==> config.mk <==
export PLATFORM = sky130hd
export DESIGN_NAME = xpba_update
export DESIGN_NICKNAME = d
export VERILOG_FILES = /design/src/sv/xpba_pkg.sv /design/src/sv/xpba_update.sv
export SDC_FILE = /design/constraint.sdc
export NUM_CORES = 1
export LEC_CHECK = 0
export ABC_AREA = 1
export BUFFER_PORTS_ARGS = -buffer_cell sky130_fd_sc_hd__buf_4
export CAP_MARGIN = 20
export CELL_PAD_IN_SITES_DETAIL_PLACEMENT = 0
export CELL_PAD_IN_SITES_GLOBAL_PLACEMENT = 1
export CORE_AREA = 2 2 94 163
export DETAILED_ROUTE_END_ITERATION = 12
export DIE_AREA = 0 0 96 165
export GPL_TIMING_DRIVEN = 0
export PLACE_DENSITY = 0.84
export SETUP_SLACK_MARGIN = 0.1
export SLEW_MARGIN = 20
export SYNTH_ARGS = -nofsm -noshare
export SYNTH_HDL_FRONTEND = slang
export SYNTH_SLANG_ARGS = --single-unit
==> constraint.sdc <==
create_clock -name vclk -period 8.6
set_clock_uncertainty 0.15 [all_clocks]
set_input_delay 0.43 -clock vclk [all_inputs]
set_output_delay 0.43 -clock vclk [all_outputs]
set_load 0.01 [all_outputs]
==> src/sv/xpba_pkg.sv <==
// Shared types, constants and the popcount function for the XNOR-popcount
// block accumulator. No dependencies; imported by every other file but xpba_acc_mem.
`default_nettype none

package xpba_pkg;

    localparam int unsigned FRAG_ROWS_DEF = 32;
    localparam int unsigned ACC_BITS_DEF  = 16;
    localparam int unsigned THRESH_W      = 16;
    localparam int unsigned INDEX_W       = 5;
    localparam int unsigned SUM_OUT_W     = 16;
    localparam int unsigned POP_W         = 6;

    localparam logic [31:0] POP_M1 = 32'h5555_5555;
    localparam logic [31:0] POP_M2 = 32'h3333_3333;
    localparam logic [31:0] POP_M4 = 32'h0F0F_0F0F;
    localparam logic [31:0] POP_M6 = 32'h0000_003F;

    typedef struct packed {
        logic [31:0]        a_row_word;
        logic [31:0]        b_col_word;
        logic [INDEX_W-1:0] row_index;
        logic [INDEX_W-1:0] col_index;
        logic               clear_first;
        logic               store_flag;
    } in_item_t;

    typedef struct packed {
        logic [INDEX_W-1:0]   out_row;
        logic [INDEX_W-1:0]   out_col;
        logic [SUM_OUT_W-1:0] acc_sum;
        logic                 sign_bit;
        logic                 bit_valid;
    } result_t;

    // Count set bits of a 32-bit word with the usual SWAR reduction.
    function automatic logic [POP_W-1:0] popcount32(input logic [31:0] x);
        logic [31:0] s1;
        logic [31:0] s2;
        logic [31:0] s3;
        logic [31:0] s4;
        logic [31:0] s5;
        s1 = x - ((x >> 1) & POP_M1);
        s2 = (s1 & POP_M2) + ((s1 >> 2) & POP_M2);
        s3 = (s2 + (s2 >> 4)) & POP_M4;
        s4 = s3 + (s3 >> 8);
        s5 = (s4 + (s4 >> 16)) & POP_M6;
        return s5[POP_W-1:0];
    endfunction

endpackage

`default_nettype wire

==> src/sv/xpba_update.sv <==
// Cell update: XNOR popcount, saturating add and threshold compare.
// Depends on xpba_pkg for the popcount function and field widths.
`default_nettype none

module xpba_update #(
    parameter int unsigned ACC_BITS = 16
) (
    input  wire logic [31:0]                   a_word,
    input  wire logic [31:0]                   b_word,
    input  wire logic [ACC_BITS-1:0]           prev_sum,
    input  wire logic                          clear_first,
    input  wire logic                          store_flag,
    input  wire logic [xpba_pkg::THRESH_W-1:0] threshold,
    output logic      [ACC_BITS-1:0]           new_sum,
    output logic      [xpba_pkg::SUM_OUT_W-1:0] sum_out,
    output logic                               sign_bit
);
    import xpba_pkg::*;

    localparam int unsigned CMP_W = (ACC_BITS > THRESH_W) ? ACC_BITS : THRESH_W;

    logic [POP_W-1:0]    pop;
    logic [ACC_BITS-1:0] base;
    logic [ACC_BITS:0]   wide;
    logic [CMP_W-1:0]    sum_ext;

    assign pop  = popcount32(~(a_word ^ b_word));
    assign base = clear_first ? '0 : prev_sum;
    assign wide = {1'b0, base} + (ACC_BITS + 1)'(pop);

    // Hold at the top of the range on overflow.
    assign new_sum  = wide[ACC_BITS] ? '1 : wide[ACC_BITS-1:0];
    assign sum_ext  = CMP_W'(new_sum);
    assign sum_out  = sum_ext[SUM_OUT_W-1:0];
    assign sign_bit = store_flag && (sum_ext > CMP_W'(threshold));

endmodule

`default_nettype wire

; ---- Word-level counts from Yosys, hierarchy flattened
; Cells that the tools add are included.
; Widths: inputs -> output; s select.
[totals]
ff_bits = 0
latch_bits = 0
ram_bits = 0
mem_bits_ro = 0
input_bits = 98
output_inout_bits = 33
word_cells = 12
memories = 0
[classes]
addsub = 6
mul = 0
div_mod_pow = 0
order_cmp = 1
eq_ne = 0
shift = 0
n_mux = 2
bitwise_logic = 2
reduce_logical = 1
[op_table]
columns = operator, count
row1 = $mux 16, 2
row2 = $not 32->32, 1
row3 = $sub 32x31->32, 1
row4 = $xor 32x32->32, 1
row5 = $add 30x30->31, 1
row6 = $add 28x27->28, 1
row7 = $add 20x20->21, 1
row8 = $add 16x6->17, 1
row9 = $gt 16x16->1, 1
row10 = $add 6x5->6, 1
row11 = $logic_and 1x1->1, 1

; ---- Longest topological paths before layout
; Gate-level depths: netlist of the first run.
[logic_depth]
word_depth = 11
ltp_mapped = 46
depth_no_buf = 46

; ---- Least setup slack after synthesis of the first run
; Ideal clock, no wire load.
[synth_path]
path_type = input to output
startpoint = input b_word[10]
endpoint = output sign_bit
t_arrival_ps = 6618
required_ps = 8020
path_slack_ps = 1402
cell_stages = 40
n_path_buf = 0
path_cell_list = xnor2_1 inv_1 ha_1 inv_1 nand3_1 nor2_2 and2_1 nand2_1 nand2_1 nand2_1 nand3_1 nand2_1 fa_1 inv_1 fa_1 inv_1 fa_1 xor2_1 (+4 left out) o21ai_0 a21o_1 ha_1 inv_1 o21bai_1 a21oi_2 nor2_2 nand2_2 nor2_4 nand3_1 o21a_1 ha_1 nand2_1 inv_1 nand3_1 nor3_1 nand2_1 a21oi_1
[synth_between]
elab_chain_cells = 11
[synth_rtl]
columns = element, line_no
row1 = from (decl), xpba_update.sv:9  ; input wire logic [31:0] b_word,
row2 = $xor 32x32->32, xpba_update.sv:27  ; assign pop = popcount32(~(a_word ^ b_word));
row3 = $not 32->32, xpba_update.sv:27
row4 = $sub 32x31->32, xpba_pkg.sv:43  ; s1 = x - ((x >> 1) & POP_M1);
row5 = $add 30x30->31, xpba_pkg.sv:44  ; s2 = (s1 & POP_M2) + ((s1 >> 2) & POP_M2);
row6 = $add 28x27->28, xpba_pkg.sv:45  ; s3 = (s2 + (s2 >> 4)) & POP_M4;
row7 = $add 20x20->21, xpba_pkg.sv:46  ; s4 = s3 + (s3 >> 8);
row8 = $add 6x5->6, xpba_pkg.sv:47  ; s5 = (s4 + (s4 >> 16)) & POP_M6;
row9 = $add 16x6->17, xpba_update.sv:29  ; assign wide = {1'b0, base} + (ACC_BITS + 1)'(pop);
row10 = $mux 16, xpba_update.sv:32  ; assign new_sum = wide[ACC_BITS] ? '1 : wide[ACC_BITS-1:0];
row11 = via new_sum[14], xpba_update.sv:14  ; output logic [ACC_BITS-1:0] new_sum,
row12 = $gt 16x16->1, xpba_update.sv:35  ; assign sign_bit = store_flag && (sum_ext > CMP_W'(threshold));
row13 = $logic_and 1x1->1, xpba_update.sv:35
row14 = to (decl), xpba_update.sv:16  ; output logic sign_bit
; The timed path passes the listed nets, and every way through them passes these cells.

; ---- Final worst setup path of the first run
[layout_path]
startpoint = input b_word[5]
endpoint = output sign_bit
[layout_between]
elab_chain_cells = 11
[layout_rtl]
columns = element, line_no
row1 = $xor 32x32->32, xpba_update.sv:27
row2 = $not 32->32, xpba_update.sv:27
row3 = $sub 32x31->32, xpba_pkg.sv:43
row4 = $add 30x30->31, xpba_pkg.sv:44
row5 = $add 28x27->28, xpba_pkg.sv:45
row6 = $add 20x20->21, xpba_pkg.sv:46
row7 = $add 6x5->6, xpba_pkg.sv:47
row8 = $add 16x6->17, xpba_update.sv:29
row9 = $mux 16, xpba_update.sv:32
row10 = $gt 16x16->1, xpba_update.sv:35
row11 = $logic_and 1x1->1, xpba_update.sv:35
; Every way passes these cells.

==> metrics.txt, run 1 <==
# rows=58; Place WS=0.196 ns; commonest non-fill, non-tap cell in the layout=nand2_1; Seq cells=0; Final Net Count=1178; crit start category=primary input; initial core utilization=34.5%; GP Congestion=0.881; final WL=12500 microns; Detailed Routing Iterations Pass 1=4; Synth cell types=38; CP most frequent cell=nand2_1; Core Footprint=0.0144 sq mm; Cells after Synth=828; Ys Warns=0; Tmin final=7.96 ns; fin crit share=92.6%; top cell type's share of synthesized area=25.4%; # port buffers=131; Crit. End Element=output pin; initial antenna violation count=0; Die Span Y=165 microns; most frequent cells in the layout=220 x nand2_1, 203 x inv_1, 149 x buf_4, 100 x ha_1, 54 x nand3_1; Seq/Total Area, Yosys=0%; Vias=5098; drc violations=0; pin count of the biggest net entering global routing=11; Total Routing Usage GR=15.8%; number of global-route vias before repair=4980; f_max=0.126 GHz; Iter 0 DRT Violations=74; WHS=1.04 ns; dpl hpwl=11600 microns; dpl cell area=0.00618 sq mm; Antenna Diode Count=0; max-slew violation count=0; hold crit path type=in -> out; ranking of synthesized cells by area=ha_1 25%, nand2_1 17%, inv_1 15%; grt total ovfl=0; TNS Setup=0 ns; Syn Area/Cell=6.01 sq um; WS Path Type=in -> out; Avg Vias per Cell=4.47; Worst-Margin Slew=0.430 ns; Synthesized Nets=1043; CP required=8.02 ns; Layout clock buffers=0; # hold bufs at CTS=0; fin area=0.00631 sq mm; RSZ-0062 raised after global routing=false; final setup fails=0; Post-DRT Antenna Nets=0; Synth area leader=ha_1; synthesis-to-layout area growth=26.9%; Mapped Area=0.00498 sq mm; first-pass GRT wire length=20500 microns; CP arrival=7.38 ns; Worst path max stage delay=0.54 ns; relative slew slack=71.2%; DIE AREA=0.0158 sq mm; register area=0 sq um; crit-path max FO=4; setup slack after layout=0.640 ns; DIE WIDTH=96 microns; maxcap violations=0; CP max-delay cell=fa_1; layout cells sized above 1=20.9%; DR WL/cell=10.9 microns; I/O Pins=131; Hold Vio Cnt, Final=0; outcome=finished clean
==> cells by family (layout without fill, tap and decap cells) <==
logic type / count (synthesis) / count (layout) / share of synthesized area (%)
buffers and inverters: 225 / 358 / 18.5
AOI/OAI and AO/OA: 72 / 72 / 8.22
and+or+nand+nor: 362 / 362 / 32.3
xor gates and xnor gates: 52 / 52 / 9.15
adders and majority gates: 117 / 117 / 31.8
==> worst paths after layout <==
kind,startpoint,end,slack (ns),cells past startpoint
max,b_word[5],sign_bit,0.64,47
min,store_flag,sign_bit,1.04,4
==> cell type report <==
type,count,area [sq um]
fillers,1602,8130
inverters,206,773
plain buffers,19,150
repair buffers,133,998
multi-input cells,603,4170
well taps,180,225
==> stage by stage <==
stage / utilization, % / cells
after floorplan: - / 828
after global placement: 42.8 / 1139
after detailed placement: 42.8 / 1139
after CTS: 42.8 / 1139
after global routing: 43.7 / 1141
final: 43.7 / 1141
==> timing repair <==
action,4_1_cts,5_1_grt
gates resized for setup,0,25
setup endpoints to repair,0,1
hold endpoints to repair,0,0
buffers inserted,0,2
==> per-layer routing <==
layer / wire length, microns / up-vias / global-route usage, %
met5: 0 / - / 0
met4: 307 / 0 / 3.77
met3: 409 / 17 / 0.456
met2: 7300 / 97 / 34.4
met1: 4460 / 2203 / 15.0
li1: - / 2781 / -
==> worst max-delay path, delay by kind of cell <==
family,cells,cell delay [ns]
adder cells (fa/ha/maj),8,2.76
buffers and inverters,10,0.74
AND/OR/NAND/NOR,18,1.77
XOR/XNOR,2,0.38
AO/OA/AOI/OAI,9,1.31
==> Yosys cell counts, types with 2 or more instances <==
cell type / instances
buf_6: 2
buf_4: 16
ha_1: 101
o21bai_1: 3
nand3_2: 7
nand3b_1: 2
nor2_1: 36
a31oi_1: 3
xnor2_1: 22
nand2_1: 224
nand3_1: 55
a21oi_1: 39
inv_1: 204
inv_2: 2
xor2_1: 30
o21ai_0: 18
nor2_2: 8
or2_0: 2
o211ai_1: 2
nand4_1: 6
fa_1: 16
nand2_2: 7
nor3_1: 6
and2_1: 2
o21a_1: 2
Power of run 1 is left out: the tool's default activity adds up to more than one toggle a clock period on the data nets, which glitch-free logic cannot reach.
==> inputs of run 2 (changes only) <==
--- a/config.mk
+++ b/config.mk
@@ -20,3 +20,4 @@
 export SYNTH_ARGS = -nofsm -noshare
 export SYNTH_HDL_FRONTEND = slang
 export SYNTH_SLANG_ARGS = --single-unit
+export TNS_END_PERCENT = 50
==> constraint.sdc (replaced) <==
create_clock -name vclk -period 8.6
set_clock_uncertainty 0.15 [all_clocks]
set_input_delay 2.15 -clock vclk [all_inputs]
set_output_delay 2.15 -clock vclk [all_outputs]
set_load 0.01 [all_outputs]
==> run 2 against run 1 <==
Die area did not move. Worst setup slack got worse by 2.9 ns. Hold slack improved by 3.4 ns. Clock-buffer cell count did not move. The flow now finishes with violations (negative setup slack). Fmax fell by 27%. Wire length rose by 11%.
==> metrics.txt, run 2 (synthesis results as in run 1) <==
outcome=finished with violations; failing checks=negative setup slack; WS Path Type=in -> out; Filler cells=1398 (-13%); met3 routed WL=473 microns (+16%); Crit. End Element=output pin; crit start category=primary input; DR WL/cell=11.5 microns (+5.6%); register area=0 sq um (unchanged); first-pass GRT wire length=22700 microns (+11%); most frequent cells in the layout=161 x nand2_1, 157 x inv_1, 153 x buf_4, 75 x ha_1, 54 x buf_6; initial antenna violation count=0 (unchanged); dpl hpwl=11800 microns (+1.8%); setup slack after layout=-2.31 ns (-2.95 ns); post-route insts no fill=1202 (+5.3%); Placed Instances=1139 (unchanged); max-slew violation count=0 (unchanged); I/O Pins=131 (unchanged); Detailed Routing Iterations Pass 1=7 (+3); Worst path max stage delay=0.56 ns (+0.02 ns); CP required=6.30 ns (-1.72 ns); Final Net Count=1239 (+5.2%); Place WS=-2.80 ns (-3.00 ns); Tmin final=10.91 ns (+2.95 ns); Antenna Diode Count=0 (unchanged); M1 wire length=4650 microns (+4.1%); f_max=0.0917 GHz (-27%); Seq cells=0 (unchanged); metal2 WL=8500 microns (+16%); DIE AREA=0.0158 sq mm (unchanged); final WL=13900 microns (+11%); maxcap violations=0 (unchanged); area occupied by multi-input gates=0.00526 sq mm (+26%); # rows=58 (unchanged); commonest non-fill, non-tap cell in the layout=nand2_1; # hold bufs at CTS=0 (unchanged); # port buffers=131 (unchanged); RSZ-0062 raised after global routing=true; Die Span Y=165 microns (unchanged); origin of the worst setup path=a_word[9]; WHS=4.49 ns (+3.44 ns); hold crit path type=in -> out; crit-path max FO=4 (unchanged); synthesis-to-layout area growth=63.8%; Hold Vio Cnt, Final=0 (unchanged); hold_sp=store_flag; Total Routing Usage GR=17.3% (+1.5 points); Avg Vias per Cell=4.58 (+2.6%); drc violations=0 (unchanged); initial core utilization=34.5% (unchanged); Vias=5508 (+8.0%); final setup fails=33 (+33); GP Congestion=0.891 (+1.1%); Layout clock buffers=0 (unchanged); Worst-Margin Slew=0.350 ns (-0.0804 ns); CP arrival=8.61 ns (+1.23 ns); Max Used Layer=met4; layout cells sized above 1=44.7% (+24 points); number of global-route vias before repair=5481 (+10%); Post-DRT Antenna Nets=0 (unchanged); DIE WIDTH=96 microns (unchanged); CP max-delay cell=fa_1; fin crit share=127% (+34 points); grt total ovfl=0 (unchanged); Iter 0 DRT Violations=72 (-2.7%); pin count of the biggest net entering global routing=11 (unchanged); relative slew slack=76.4% (+5.2 points); Core Footprint=0.0144 sq mm (unchanged)
run 2: changes by cell type in the layout (fill, tap and decap cells not counted), sizes merged:
cell	change
buf	+61
run 2: final cells by class:
class | count | share of cell area (%)
Buffer | 19 | 2.59
Inverter | 206 | 9.94
Multi-Input combinational cell | 603 | 64.5
Tap cell | 180 | 2.76
Timing Repair Buffer | 194 | 20.2
run 2: stage by stage:
step | utilization, % | TNS (ns) | area, sq um
floorplan | - | -27.53 | 5450
global placement | 46.1 | -61.50 | 6660
global route | 56.5 | -57.95 | 8150
CTS | 54.1 | -46.45 | 7810
detailed placement | 46.1 | -62.95 | 6660
finish | 56.5 | -48.61 | 8150
run 2: final timing paths:
kind  slack (ns)        to  cells past startpoint
max        -2.31  sign_bit                     45
min         4.49  sign_bit                      4
run 2: metal layers:
layer / track usage (%) / vias to the layer above
li1: - / 2905
met5: 0 / -
met2: 38.2 / 106
met1: 16.5 / 2480
met3: 0.684 / 17
met4: 3.05 / 0
run 2: worst max-delay path, delay by kind of cell:
kind            cells  cell delay (ns)
xor+xnor            2             0.31
simple gates       15             1.46
buf+inv            11             0.78
fa+ha+maj           8             2.71
compound gates      9             1.14
run 2: repair_timing:
item / 4_1_cts / 5_1_grt
pin swaps: 91 / 53
setup buffers: 48 / 16
resized for setup: 184 / 63
setup endpoints to repair: 33 / 33
gates cloned: 1 / 0
Power of run 2 is left out for the same reason.
==> inputs of run 3 (changes only) <==
--- a/config.mk
+++ b/config.mk
@@ -10,11 +10,11 @@
 export CAP_MARGIN = 20
 export CELL_PAD_IN_SITES_DETAIL_PLACEMENT = 0
 export CELL_PAD_IN_SITES_GLOBAL_PLACEMENT = 1
-export CORE_AREA = 2 2 94 163
+export CORE_AREA = 2 2 90 157
 export DETAILED_ROUTE_END_ITERATION = 12
-export DIE_AREA = 0 0 96 165
+export DIE_AREA = 0 0 92 159
 export GPL_TIMING_DRIVEN = 0
-export PLACE_DENSITY = 0.84
+export PLACE_DENSITY = 0.9
 export SETUP_SLACK_MARGIN = 0.1
 export SLEW_MARGIN = 20
 export SYNTH_ARGS = -nofsm -noshare
==> constraint.sdc (replaced) <==
create_clock -name vclk -period 11.4
set_clock_uncertainty 0.15 [all_clocks]
set_input_delay 2.85 -clock vclk [all_inputs]
set_output_delay 2.85 -clock vclk [all_outputs]
set_load 0.01 [all_outputs]
==> run 3 against run 2 <==
The flow still finishes with violations (negative setup slack). Worst setup slack better by 1.3 ns. Utilization is 3.5 points higher. Wire length rose by 7.5%. Highest routed layer unchanged.
==> metrics.txt, run 3 (synthesis results as in run 1) <==
CP arrival=9.36 ns (+0.75 ns); Avg Vias per Cell=4.69 (+2.3%); commonest non-fill, non-tap cell in the layout=buf_4; # port buffers=131 (unchanged); # rows=56 (-3.4%); DIE WIDTH=92 microns (-4.2%); WHS=5.89 ns (+1.40 ns); f_max=0.0809 GHz; crit start category=primary input; hold crit path type=in -> out; dpl hpwl=12000 microns (+2.0%); maxcap violations=0 (unchanged); outcome=finished with violations; Total Routing Usage GR=19.8% (+2.5 points); most frequent cells in the layout=178 x buf_4, 160 x inv_1, 159 x nand2_1, 77 x ha_1, 55 x nand2_2; relative slew slack=71.4% (-5.0 points); Vias=5616 (+2.0%); Detailed Routing Iterations Pass 1=4 (-3); drc violations=0 (unchanged); pin count of the biggest net entering global routing=11 (unchanged); GP Congestion=0.978 (+9.8%); final WL=14900 microns (+7.5%); Worst path max stage delay=0.54 ns (-0.02 ns); fin crit share=108%; Core Footprint=0.0133 sq mm (-7.8%); initial core utilization=37.4% (+2.9 points); layout cells sized above 1=44.9% (+0.21 points); Seq cells=0 (unchanged); Iter 0 DRT Violations=125 (+74%); Crit. End Element=output pin; Antenna Diode Count=0 (unchanged); failing checks=negative setup slack; DIE AREA=0.0146 sq mm (-7.7%); I/O Pins=131 (unchanged); Hold Vio Cnt, Final=0 (unchanged); Worst-Margin Slew=0.427 ns (+0.0766 ns); crit-path max FO=4 (unchanged); WS Path Type=in -> out; CP required=8.40 ns (+2.10 ns); synthesis-to-layout area growth=60.4%; max-slew violation count=0 (unchanged); grt total ovfl=0 (unchanged); initial antenna violation count=0 (unchanged); Layout clock buffers=0 (unchanged); Final Net Count=1241 (+0.16%); number of global-route vias before repair=5835 (+6.5%); Die Span Y=159 microns (-3.6%); CP most frequent cell=inv_2; Post-DRT Antenna Nets=0 (unchanged); Tmin final=12.36 ns; TNS Setup=-5.65 ns (+42.96 ns); final setup fails=27 (-18%); CP max-delay cell=fa_1; DR WL/cell=12.5 microns (+7.9%); first-pass GRT wire length=24500 microns (+7.9%); register area=0 sq um (unchanged); Final Util=60.0% (+3.5 points); RSZ-0062 raised after global routing=true; setup slack after layout=-0.961 ns (+1.34 ns)
## run 3: layout make-up
| cell class | instances | area, sq um |
|---|---|---|
| fill | 1254 | 5330 |
| multi-input combinational | 603 | 5190 |
| inverter | 206 | 806 |
| tap | 174 | 218 |
| timing repair buffer | 197 | 1600 |
| buffer | 18 | 170 |
## run 3: timing repair
item                       CTS  global route
setup endpoints to repair   33            33
hold buffers                 0             0
pin swaps                   98            40
buffers inserted            53            18
gates resized for setup    193            50
## run 3: layer usage
layer  track usage [%]  share of wire [%]  vias up  routed length [microns]
met5                 0                  0        -                        0
met4              7.60                4.1        0                      609
met3              1.09                3.2       45                      485
met2              44.0                 61      140                     9040
met1              17.2                 32     2519                     4800
li1                  -                  -     2912                        -
## run 3: stage by stage
stage	instances	worst slack [ns]	area (sq um)
finish	1198	-0.961	7980
global route	1198	-1.26	7980
CTS	1185	-0.792	7730
detailed placement	1133	-1.64	6540
global placement	1133	-1.57	6540
floorplan	828	-0.316	5340
## run 3: critical path: cells and delay by family
family          cells  cell delay [ns]
fa+ha+maj           8             2.73
compound gates     11             1.53
simple gates        9             1.04
buf+inv             9             0.67
xor+xnor            3             0.53
## run 3: final timing paths
| path | from | endpoint | slack (ns) | cells after the start |
|---|---|---|---|---|
| max | a_word[22] | sign_bit | -0.96 | 40 |
| min | store_flag | sign_bit | 5.89 | 4 |
Power of run 3 is left out for the same reason.
